===== config.mk =====
export PLATFORM = sky130hd
export DESIGN_NAME = osm_cell
export DESIGN_NICKNAME = d
export VERILOG_FILES = /design/src/rtl/osm_pkg.sv /design/src/rtl/osm_cell.sv
export SDC_FILE = /design/constraint.sdc
export NUM_CORES = 1
export LEC_CHECK = 0
export BUFFER_PORTS_ARGS = -buffer_cell sky130_fd_sc_hd__buf_2
export CORE_MARGIN = 5
export CORE_UTILIZATION = 35
export CTS_CLUSTER_SIZE = 16
export DETAILED_ROUTE_END_ITERATION = 6
export PLACE_DENSITY = 0.64
export SLEW_MARGIN = 20
export SYNTH_ARGS = -nofsm -noshare
export SYNTH_HDL_FRONTEND = slang
export SYNTH_SLANG_ARGS = --single-unit

===== constraint.sdc =====
create_clock -name clk -period 4.4 [get_ports clk]
set_input_delay 0.22 -clock clk [delete_from_list [all_inputs] [get_ports clk]]
set_output_delay 0.22 -clock clk [all_outputs]
set_load 0.01 [all_outputs]

===== src/rtl/osm_pkg.sv =====
// Shared types and constants for the order statistics block.
// No dependencies; every other file of the block imports this package.
package osm_pkg;

	localparam int SAMPLE_BITS = 16;
	localparam int MAX_SAMPLES = 256;
	localparam int CNT_BITS    = $clog2(MAX_SAMPLES + 1);

	typedef logic signed [SAMPLE_BITS-1:0] sample_t;

	// Input word: one sample and the end-of-set mark.
	typedef struct packed {
		sample_t sample;
		logic    last;
	} in_word_t;

	// Result word, one per data set.
	typedef struct packed {
		logic signed [SAMPLE_BITS:0] median_twice;
		sample_t                     upper_quartile;
		sample_t                     most_frequent;
		logic [CNT_BITS-1:0]         sample_count;
		logic                        overflowed;
	} out_word_t;

	// What a cell shows its neighbors: its value, whether it holds a sample,
	// and whether it would give way to the sample being inserted.
	typedef struct packed {
		sample_t val;
		logic    occ;
		logic    gtx;
	} link_t;

	// Broadcast to every cell of the chain.
	typedef struct packed {
		sample_t sample;
		logic    ins;
		logic    shift;
	} cell_cmd_t;

	// Scanner status seen by the top level.
	typedef struct packed {
		logic busy;
		logic step;
		logic fin;
	} scan_stat_t;

endpackage


===== src/rtl/osm_cell.sv =====
// One cell of the sorting chain: holds one sample and its occupied flag.
// Depends on osm_pkg.
module osm_cell (
	input  logic               clk,
	input  logic               arst_n,
	input  osm_pkg::cell_cmd_t cmd,
	input  osm_pkg::link_t     left,
	input  osm_pkg::link_t     right,
	output osm_pkg::link_t     link
);
	import osm_pkg::*;

	sample_t val_q;
	logic    occ_q;

	// An empty cell counts as larger than any sample, so the first empty
	// cell takes the new sample when nothing to its left gives way.
	assign link.val = val_q;
	assign link.occ = occ_q;
	assign link.gtx = !occ_q || (val_q > cmd.sample);

	always_ff @(posedge clk or negedge arst_n) begin
		if (!arst_n) begin
			occ_q <= 1'b0;
		end else if (cmd.ins) begin
			occ_q <= occ_q | left.occ;
		end else if (cmd.shift) begin
			occ_q <= right.occ;
		end
	end

	always_ff @(posedge clk) begin
		if (cmd.ins) begin
			val_q <= left.gtx ? left.val : (link.gtx ? cmd.sample : val_q);
		end else if (cmd.shift) begin
			val_q <= right.val;
		end
	end

endmodule


==> impl_metrics.env <==
export IMPL_fin_area_sq_mm=0.00175
export IMPL_cp_end_kind="flop"
export IMPL_finalMaxSlewViolations=0
export IMPL_met2_usage=0.207
export IMPL_synth_edf_count=16
export IMPL_fin_tns_setup_ns=0
export IMPL_syn_to_final_growth_pct=33.1
export IMPL_initial_utilization=0.361
export IMPL_ir_worst_vdd_mv=0.112
export IMPL_core_sq_mm=0.00363
export IMPL_clk_path_buf_depth=2
export IMPL_fp_dieArea_sq_mm=0.00507
export IMPL_firstDrtPassIters=3
export IMPL_maxCapViolCount=0
export IMPL_grt_util_met3=0.0365
export IMPL_crit_buf_inv=0
export IMPL_rsz0062_at_grt="false"
export IMPL_critPathMaxStageDelay_ns=0.62
export IMPL_status="complete, no violations"
export IMPL_hold_class="in2reg"
export IMPL_nets=280
export IMPL_port_buffers=72
export IMPL_post_route_min_period_ns=2.39
export IMPL_drive_gt1_frac=0.382
export IMPL_gp_congestion=0.822
export IMPL_power_density_mw_per_mm2=264
export IMPL_yosys_top_cells_area="edfxtp_1 (37%), ha_1 (15%), mux2i_1 (12%), a21oi_1 (8.4%), inv_1 (5.4%)"
export IMPL_path_clk_slew_ns=0.07
export IMPL_path_cells="ha_1 -> nand4_1 -> nor4_1 -> a32o_2 -> a22oi_2 -> o22a_1"
export IMPL_grt_pass1_wl_microns=4820
export IMPL_p_leak_nw=0.915
export IMPL_start_kind="flop"
export IMPL_die_w_microns=71.2
export IMPL_clockPowerShare=0.249
export IMPL_cts_htree_levels=1
export IMPL_grt_busiest_layer="met2"
export IMPL_finalHoldViolCount=0
export IMPL_routedWlPerCell_microns=12.2
export IMPL_pwr_share_comb=0.298
export IMPL_setup_viol=0
export IMPL_gr_usage_all_layers=0.117
export IMPL_synth_top_cell_by_area="edfxtp_1"
export IMPL_cts_sinks=17
export IMPL_yosysTopAreaCellShare=0.366
export IMPL_grt_pass1_vias=1121
export IMPL_cts_inserted_buffers=3
export IMPL_worst_pin_slew_ns=0.693
export IMPL_seqPwrFrac=0.453
export IMPL_internal_power_mw=0.327
export IMPL_drcViolationCount=0
export IMPL_wirelength_microns=3120
export IMPL_max_clock_freq_ghz=0.418
export IMPL_clock_skew_ns=0.00175
export IMPL_dpl_cell_area_sq_mm=0.00169
export IMPL_cts_tree="built"
export IMPL_switching_share=0.290
export IMPL_critPathKind="reg2reg"
export IMPL_pin_count=74
export IMPL_synth_cell_types=27
export IMPL_yosysSeqAreaShare=0.385
export IMPL_ys_warn_count=0
export IMPL_netlist_area_sq_mm=0.00131
export IMPL_grt_max_degree=37
export IMPL_dpl_hpwl_microns=2590
export IMPL_rows=22
export IMPL_globalRouteMet1Util=0.136
export IMPL_vias=1171
export IMPL_clock_latency_ns=0.24
export IMPL_syn_inst=137
export IMPL_n_antenna_cell=0
export IMPL_avgSynthCellArea_sq_um=9.57
export IMPL_drt_iter0_markers=31
export IMPL_die_h_microns=71.2
export IMPL_cts_repair_resized=0
export IMPL_cp_top_family="compound AO/OA/AOI/OAI gates"
export IMPL_path_max_fanout=16
export IMPL_p_sw_mw=0.134
export IMPL_vias_per_cell=4.59
export IMPL_antenna_found_initial=0
export IMPL_crit_slowest_cell="o22a_1"
export IMPL_overflow=0
export IMPL_finalCritPeriodShare=0.544
export IMPL_ys_ff_latch=17
export IMPL_synthArstFlopShare=0.0588
export IMPL_synth_nets=209
export IMPL_synth_ff_type="edfxtp_1"
export IMPL_crit_required_ns=4.28
export IMPL_fillerInstances=384
export IMPL_final_antenna_net_count=0
export IMPL_relSlewSlack=0.538
export IMPL_utilization=0.480
export IMPL_root_buffer="clkbuf_8"
export IMPL_critPathArrivalTime_ns=2.27
-- per-stage QoR --
step / hold slack (ns) / setup slack, ns / power [mW] / cells
detailed placement: -0.00234 / 1.97 / 0.352 / 250
finish: 0.256 / 2.01 / 0.461 / 255
global route: 0.261 / 1.86 / 0.494 / 255
global placement: -0.00150 / 1.98 / 0.349 / 250
CTS: 0.262 / 1.96 / 0.469 / 255
floorplan: -0.0756 / 2.08 / 0.294 / 137
-- area by class of cell --
type	count	area, sq um	area share
flip-flops and latches	17	505	0.290
repair buffers	73	370	0.212
inverters	19	71.3	0.0409
clock inverters	1	5.00	0.00287
multi-input cells	94	692	0.396
well taps	48	60.1	0.0344
clock buffers	3	41.3	0.0237
-- per-layer routing --
metal / part of all wire / vias to the layer above / wire, microns
li1: - / 626 / -
met1: 0.42 / 504 / 1300
met2: 0.48 / 39 / 1510
met3: 0.089 / 2 / 279
met4: 0.0099 / 0 / 31
met5: 0 / - / 0
-- path summary, 6_finish.rpt --
| check | start | end | slack [ns] | depth (start not counted) |
|---|---|---|---|---|
| worst min register to register | occ_q | occ_q | 0.68 | 2 |
| min in group asynchronous | arst_n | occ_q | 0.27 | 2 |
| max in group asynchronous | arst_n | occ_q | 4.05 | 2 |
| worst max register to register | val_q[7] | val_q[7] | 2.01 | 6 |
| worst min-delay path | left[1] | occ_q | 0.26 | 3 |
| worst max-delay path | val_q[7] | val_q[7] | 2.01 | 6 |
-- state kept, by name, indices dropped and copies added, names as in the netlist --
name   cells
val_q     16
occ_q      1
-- cell usage after synthesis, drive strengths merged, types with 2 or more instances --
master	instances
o21ai	2
clkbuf	3
nand2	3
mux2i	16
a21oi	22
buf	4
nand4	3
ha	16
a211oi	2
inv	19
edfxtp	16
nor2	19
-- power groups by stage --
stage	clock network (mW)	registers, mW	logic [mW]
final	0.115	0.209	0.137
after floorplan	0	0.219	0.0757
after CTS	0.119	0.209	0.141
after global routing	0.127	0.211	0.157
after global placement	0	0.211	0.139
after detailed placement	0	0.212	0.140
-- repair_timing --
action / 4_1_cts / 5_1_grt
endpoints found under the hold margin: 1 / 0
hold buffers: 1 / 0
setup buffers: 0 / 0
-- cell families (layout without fill, tap and decap cells) --
group,Yosys count,count (layout),share of synthesized area
AO/OA/AOI/OAI,32,32,0.147
adder cells (fa/ha/maj),16,16,0.153
buffers and inverters,26,96,0.0868
flip-flops,17,17,0.385
multiplexers,16,16,0.122
AND/OR/NAND/NOR,30,30,0.106
-- cells in the final DEF (no fill, tap or decap), types with 2 or more instances in the layout --
cell       n
buf_2     72
a21oi_1   22
inv_1     19
nor2_1    19
mux2i_1   16
ha_1      16
edfxtp_1  16
nand2_1    3
clkbuf_8   3
nand4_1    2
a211oi_1   2
o21ai_0    2
-- worst register-to-register path, delay by kind of cell (launching register included) --
family          cells  cell delay, ns
simple gates        2            0.23
compound gates      3            1.08
flops               1            0.39
fa+ha+maj           1            0.32
Note: power is estimated with default switching activity, not from simulation.
