[src/rtl/osm_pkg.sv]
// Shared types and constants for the order statistics block.
// No dependencies; every other file of the block imports this package.
package osm_pkg;

	localparam int SAMPLE_BITS = 16;
	localparam int MAX_SAMPLES = 256;
	localparam int CNT_BITS    = $clog2(MAX_SAMPLES + 1);

	typedef logic signed [SAMPLE_BITS-1:0] sample_t;

	// Input word: one sample and the end-of-set mark.
	typedef struct packed {
		sample_t sample;
		logic    last;
	} in_word_t;

	// Result word, one per data set.
	typedef struct packed {
		logic signed [SAMPLE_BITS:0] median_twice;
		sample_t                     upper_quartile;
		sample_t                     most_frequent;
		logic [CNT_BITS-1:0]         sample_count;
		logic                        overflowed;
	} out_word_t;

	// What a cell shows its neighbors: its value, whether it holds a sample,
	// and whether it would give way to the sample being inserted.
	typedef struct packed {
		sample_t val;
		logic    occ;
		logic    gtx;
	} link_t;

	// Broadcast to every cell of the chain.
	typedef struct packed {
		sample_t sample;
		logic    ins;
		logic    shift;
	} cell_cmd_t;

	// Scanner status seen by the top level.
	typedef struct packed {
		logic busy;
		logic step;
		logic fin;
	} scan_stat_t;

endpackage

[src/rtl/osm_scan.sv]
// Final scan: reads the sorted set off the chain head one sample per cycle,
// holding the last for a free output; forms median, Q3, mode. Uses osm_pkg.
module osm_scan #(
	parameter int CELLS = osm_pkg::MAX_SAMPLES
) (
	input  logic                         clk,
	input  logic                         arst_n,
	input  logic                         start,
	input  logic [$clog2(CELLS+1)-1:0]   count,
	input  logic                         ovf,
	input  osm_pkg::sample_t             head,
	input  logic                         out_free,
	output osm_pkg::scan_stat_t          stat,
	output osm_pkg::out_word_t           res
);
	import osm_pkg::*;

	localparam int CW = $clog2(CELLS + 1);
	localparam int IW = $clog2(CELLS);

	logic [CW-1:0] n_half;
	logic [CW:0]   n_plus, mid, half, qi_w, qi_c;
	logic [IW-1:0] lo_idx, hi_idx, q_idx;

	logic          busy_q;
	logic [IW-1:0] k_q;
	logic [CW-1:0] count_q;
	logic [IW-1:0] lo_idx_q, hi_idx_q, q_idx_q;
	logic          ovf_q;
	sample_t       prev_q, best_q, lo_q, hi_q, qv_q;
	logic [CW-1:0] run_q, best_run_q;

	logic          last_k, first_k, step, take;
	logic [CW-1:0] run_nx, best_run_nx;
	sample_t       best_nx, lo_nx, hi_nx, qv_nx;

	// Index arithmetic on the set size, done once when the set closes.
	always_comb begin
		n_half = count >> 1;
		n_plus = (CW+1)'(count) + (CW+1)'(1);
		mid    = (n_plus >> 1) - (CW+1)'(1);
		half   = (CW+1)'(count) - (CW+1)'(1) - mid;
		qi_w   = mid + ((half + (CW+1)'(1)) >> 1);
		qi_c   = (qi_w >= (CW+1)'(count)) ? (CW+1)'(count) - (CW+1)'(1) : qi_w;
		q_idx  = qi_c[IW-1:0];
		hi_idx = n_half[IW-1:0];
		lo_idx = count[0] ? n_half[IW-1:0] : n_half[IW-1:0] - IW'(1);
	end

	assign last_k  = (CW'(k_q) == count_q - CW'(1));
	assign first_k = (k_q == '0);
	assign step    = busy_q && (!last_k || out_free);

	// Run-length tracking of equal neighbors; a strictly longer run wins, so
	// the smallest value keeps a tie.
	always_comb begin
		run_nx      = (first_k || head != prev_q) ? CW'(1) : run_q + CW'(1);
		take        = first_k || (run_nx > best_run_q);
		best_nx     = take ? head : best_q;
		best_run_nx = take ? run_nx : best_run_q;
		lo_nx       = (k_q == lo_idx_q) ? head : lo_q;
		hi_nx       = (k_q == hi_idx_q) ? head : hi_q;
		qv_nx       = (k_q == q_idx_q) ? head : qv_q;
	end

	always_ff @(posedge clk or negedge arst_n) begin
		if (!arst_n) begin
			busy_q <= 1'b0;
		end else if (start) begin
			busy_q <= 1'b1;
		end else if (step && last_k) begin
			busy_q <= 1'b0;
		end
	end

	always_ff @(posedge clk) begin
		if (start) begin
			k_q      <= '0;
			count_q  <= count;
			lo_idx_q <= lo_idx;
			hi_idx_q <= hi_idx;
			q_idx_q  <= q_idx;
			ovf_q    <= ovf;
		end else if (step) begin
			k_q        <= last_k ? k_q : k_q + IW'(1);
			prev_q     <= head;
			run_q      <= run_nx;
			best_q     <= best_nx;
			best_run_q <= best_run_nx;
			lo_q       <= lo_nx;
			hi_q       <= hi_nx;
			qv_q       <= qv_nx;
		end
	end

	assign stat.busy = busy_q;
	assign stat.step = step;
	assign stat.fin  = step && last_k;

	assign res.median_twice   = {lo_nx[SAMPLE_BITS-1], lo_nx} + {hi_nx[SAMPLE_BITS-1], hi_nx};
	assign res.upper_quartile = qv_nx;
	assign res.most_frequent  = best_nx;
	assign res.sample_count   = CNT_BITS'(count_q);
	assign res.overflowed     = ovf_q;

endmodule

[config.mk]
export PLATFORM = sky130hd
export DESIGN_NAME = osm_scan
export DESIGN_NICKNAME = d
export VERILOG_FILES = /design/src/rtl/osm_pkg.sv /design/src/rtl/osm_scan.sv
export SDC_FILE = /design/constraint.sdc
export NUM_CORES = 1
export LEC_CHECK = 0
export BUFFER_PORTS_ARGS = -buffer_cell sky130_fd_sc_hd__buf_2
export CORE_ASPECT_RATIO = 1.1
export CORE_MARGIN = 2
export CORE_UTILIZATION = 38
export CTS_CLUSTER_DIAMETER = 50
export DETAILED_ROUTE_END_ITERATION = 8
export GPL_TIMING_DRIVEN = 1
export PLACE_DENSITY = 0.52
export SYNTH_ARGS = -nofsm -noshare
export SYNTH_HDL_FRONTEND = slang
export SYNTH_SLANG_ARGS = --single-unit
[constraint.sdc]
create_clock -name clk -period 16.3 [get_ports clk]
set_input_delay 3.26 -clock clk [delete_from_list [all_inputs] [get_ports clk]]
set_output_delay 3.26 -clock clk [all_outputs]
set_load 0.02 [all_outputs]
==> impl_metrics.ini <==
[outcome]
run_status = finished, final reports clean

[worst_hold_path]
hold_class = reg2reg
hold_depth = 1

[critical_path]
worst-path-stages = 17
worstPathMaxFanout = 17
start_kind = input port
path_buf_inv = 3
endpoint_kind = primary output
cp_slowest_cell = o311ai_4
critPathArrivalTime_ns = 6.77
worstSetupPathType = in2out
cp.required_ns = 13.04
max_stage_delay_ns = 0.81
critPathTopFamily = compound AO/OA/AOI/OAI gates
r2r_cells = 16
crit_chain = buf_2 > xnor2_1 > nand4_1 > nor3_1 > nand3_1 > inv_1 > and2_1 > ha_1 > nor2b_1 > o21a_1 > o21ai_1 > nand2b_1 > a21oi_1 > o21a_1 > o311ai_4 > mux2_2 > buf_2

[placed_design]
port_buffers = 91
gp_congestion = 0.779
dpl.hpwl_mm = 14.3
pre_cts_ws_ns = 6.16

[routing]
ant_nets = 0
num_vias = 5842
viasPerCell = 5.03
highest_layer = met4
wl_met3_um = 549
drt_wl_total_mm = 18.9
drc_errors = 0
met1Wirelength_mm = 9.28
drt_iter0_drc = 283
firstDrtPassIters = 4
wl_per_cell_um = 16.3
wl_met2_mm = 8.87

[sta]
period_needed_ns = 10.03
setup_viol = 0
setup_tns_ns = 0
setup_slack_ns = 6.27
slew_violations = 0
fmax_mhz = 99.7
rsz0062_at_grt = false
hold_violations = 0
fin_crit_sh_pct = 61.5
finalClockSkew_ns = 0.0106
slew_headroom_pct = 33.1
tightest_slew_ns = 1.00

[synth]
async_reset_ff_share_pct = 0.752
synth_compound_area_share_pct = 8.30
synth_ff_type = edfxtp_1
yosys_warnings = 0
ys_seq_area_share_pct = 44.9
synth_seq_cells = 133
yosys.cell_types.count = 69
synth-simple-area-share_pct = 10.9
synthCells = 765
avgSynthCellArea_um2 = 11.4
synth_top_family_by_area = XOR/XNOR gates
syn_nets = 865
muxShareOfSynthArea_pct = 10.1
synthAdderAreaFrac_pct = 10.3
synth_edf_count = 124
syn_area_um2 = 8710
synth_xor_area_share_pct = 12.1

[global_routing]
grt_pass1_wl_mm = 30.7
antenna_found_initial = 0
track_usage_pct = 16.3
grt_pass1_vias = 5805
overflow = 0
grt_max_degree = 48

[floorplan]
rows = 58
die_w_um = 148
die_area_um2 = 24200
ios = 92
die_h_um = 163
core_um2 = 22700
start_util_pct = 38.4

[clocking]
cts.sinks = 133
cts_max_path_buffers = 2
ctsHoldBuffers = 0
cts-root-buf = clkbuf_16
cts_made_buffers = 17
cts_tree = done
htree_levels = 4
clock_latency_ns = 0.42
clkTransAtPathRegs_ns = 0.06
post-cts-setup-buffer-count = 0
cts_resized = 0

[pwr]
power.leakage_nw = 4.05
combPwrFrac_pct = 36.2
switching_share_pct = 33.1
p_switching_mw = 0.412
power.internal_mw = 0.832
power_density_nw_per_um2 = 124
clkPwrFrac_pct = 28.8
seqPwrFrac_pct = 35.0
vdd_drop_max_uv = 72.4

[layout]
nets = 950
antenna_cells = 0
n_fill_cell = 2183
syn_to_final_growth_pct = 14.8
drive_gt1_share_pct = 22.5

[flow_run]
max_cap_viol_count = 0
[cell type report]
cell class	count	area [µm²]	share of cell area, %
sequential	133	3910	39.1
multi-input combinational	554	4510	45.1
tap	300	375	3.75
clock inverter	14	126	1.26
inverter	51	191	1.91
clock buffer	17	425	4.25
timing repair buffer	93	470	4.70
[worst register-to-register path: stages (launching register included)]
cell	delay, ns
dfxtp_1	0.44
inv_1	0.15
ha_1	0.16
nor4b_1	0.23
nand2_1	0.19
nand3_1	0.30
inv_1	0.09
and2_1	0.20
ha_1	0.29
nor2b_1	0.13
o21a_1	0.11
o21ai_1	0.05
nand2b_1	0.07
a21oi_1	0.06
o21a_1	0.19
o311ai_4	0.82
and2_1	0.55
[Yosys cell counts, types with 7 or more instances]
master | n | area (µm²)
a21o_1 | 10 | 75.1
a21oi_1 | 25 | 125
and2_1 | 11 | 68.8
and3_1 | 7 | 43.8
clkbuf_1 | 16 | 60.1
dfxtp_1 | 8 | 160
edfxtp_1 | 124 | 3720
ha_1 | 67 | 838
inv_1 | 49 | 184
mux2_1 | 9 | 101
mux2_2 | 53 | 597
mux2i_1 | 8 | 80.1
nand2_1 | 33 | 124
nand2b_1 | 8 | 50.1
nand3_1 | 20 | 100
nand4_1 | 7 | 43.8
nor2_1 | 44 | 165
nor3_1 | 19 | 95.1
nor4_1 | 11 | 68.8
o21a_1 | 8 | 60.1
o21ai_0 | 11 | 55.1
o21bai_1 | 7 | 52.6
xnor2_1 | 68 | 596
xor2_1 | 52 | 455
[metrics by stage]
step                std cells  cell area [µm²]  utilization, %  hold WS, ns  power [mW]
global placement         1131             9460            41.6        0.536       0.898
global route             1162            10000            44.1        0.577        1.32
CTS                      1162            10000            44.1        0.555        1.26
detailed placement       1131             9460            41.6        0.540       0.900
finish                   1162            10000            44.1        0.551        1.24
floorplan                 765             8710               -        0.513       0.789
[layout by cell type, fill, tap and decap left out, types with 5 or more instances in the layout]
master / synthesis / routed
nor2_1: 44 / 44
edfxtp_1: 124 / 124
clkinv_2: 0 / 5
a21oi_1: 25 / 25
nand4_1: 7 / 7
dfxtp_1: 8 / 8
and3_1: 7 / 7
inv_1: 49 / 49
nor2b_1: 5 / 5
nand2_1: 33 / 33
nor4_1: 11 / 11
o21ai_1: 5 / 5
nand2b_1: 8 / 8
o21bai_1: 7 / 7
o21ai_0: 11 / 11
xor2_1: 52 / 52
ha_1: 67 / 67
xnor2_1: 68 / 68
a21o_1: 10 / 10
buf_2: 6 / 91
nor3_1: 19 / 18
nand3_1: 20 / 20
mux2_4: 5 / 5
o21a_1: 8 / 8
mux2_1: 9 / 9
clkbuf_16: 0 / 17
mux2_2: 53 / 53
mux2i_1: 8 / 8
and2_1: 11 / 11
[registers in the layout, indices dropped and copies added (netlist names)]
register	count
best_q	16
hi_q	16
lo_q	16
prev_q	16
qv_q	16
best_run_q	9
count_q	9
run_q	9
k_q	8
lo_idx_q	8
q_idx_q	8
busy_q	1
ovf_q	1
[power groups by stage]
stage | registers [mW] | clock network [mW] | logic (mW)
floorplan | 0.440 | 0 | 0.348
global placement | 0.443 | 0 | 0.455
detailed placement | 0.443 | 0 | 0.457
CTS | 0.436 | 0.366 | 0.458
global route | 0.440 | 0.380 | 0.503
finish | 0.436 | 0.358 | 0.450
[worst paths after layout]
check                                     from                 endpoint  slack, ns
setup / recovery                       head[5]                  res[14]       6.27
hold / removal             best_q[9]$_DFFE_PP_      best_q[9]$_DFFE_PP_       0.55
max in group asynchronous               arst_n       busy_q$_DFFE_PN0P_      13.61
setup reg to reg           k_q[0]$_SDFFE_PP0P_  best_run_q[2]$_DFFE_PP_      11.92
hold reg to reg            best_q[9]$_DFFE_PP_      best_q[9]$_DFFE_PP_       0.55
min in group asynchronous               arst_n       busy_q$_DFFE_PN0P_       2.60
[kinds of logic (layout without fill, tap and decap cells)]
| group | Yosys count | count (layout) |
|---|---|---|
| simple gates | 185 | 185 |
| flops | 133 | 133 |
| xor+xnor | 120 | 120 |
| compound gates | 103 | 103 |
| buf+inv | 78 | 175 |
| mux | 76 | 76 |
| fa+ha+maj | 70 | 70 |
[per-layer routing]
| metal | track usage, % | up-vias |
|---|---|---|
| met5 | 0 | - |
| met4 | 4.33 | 0 |
| met3 | 2.91 | 13 |
| met2 | 26.5 | 85 |
| met1 | 22.4 | 2801 |
| li1 | - | 2943 |
Note: power is estimated with default switching activity, not from simulation.
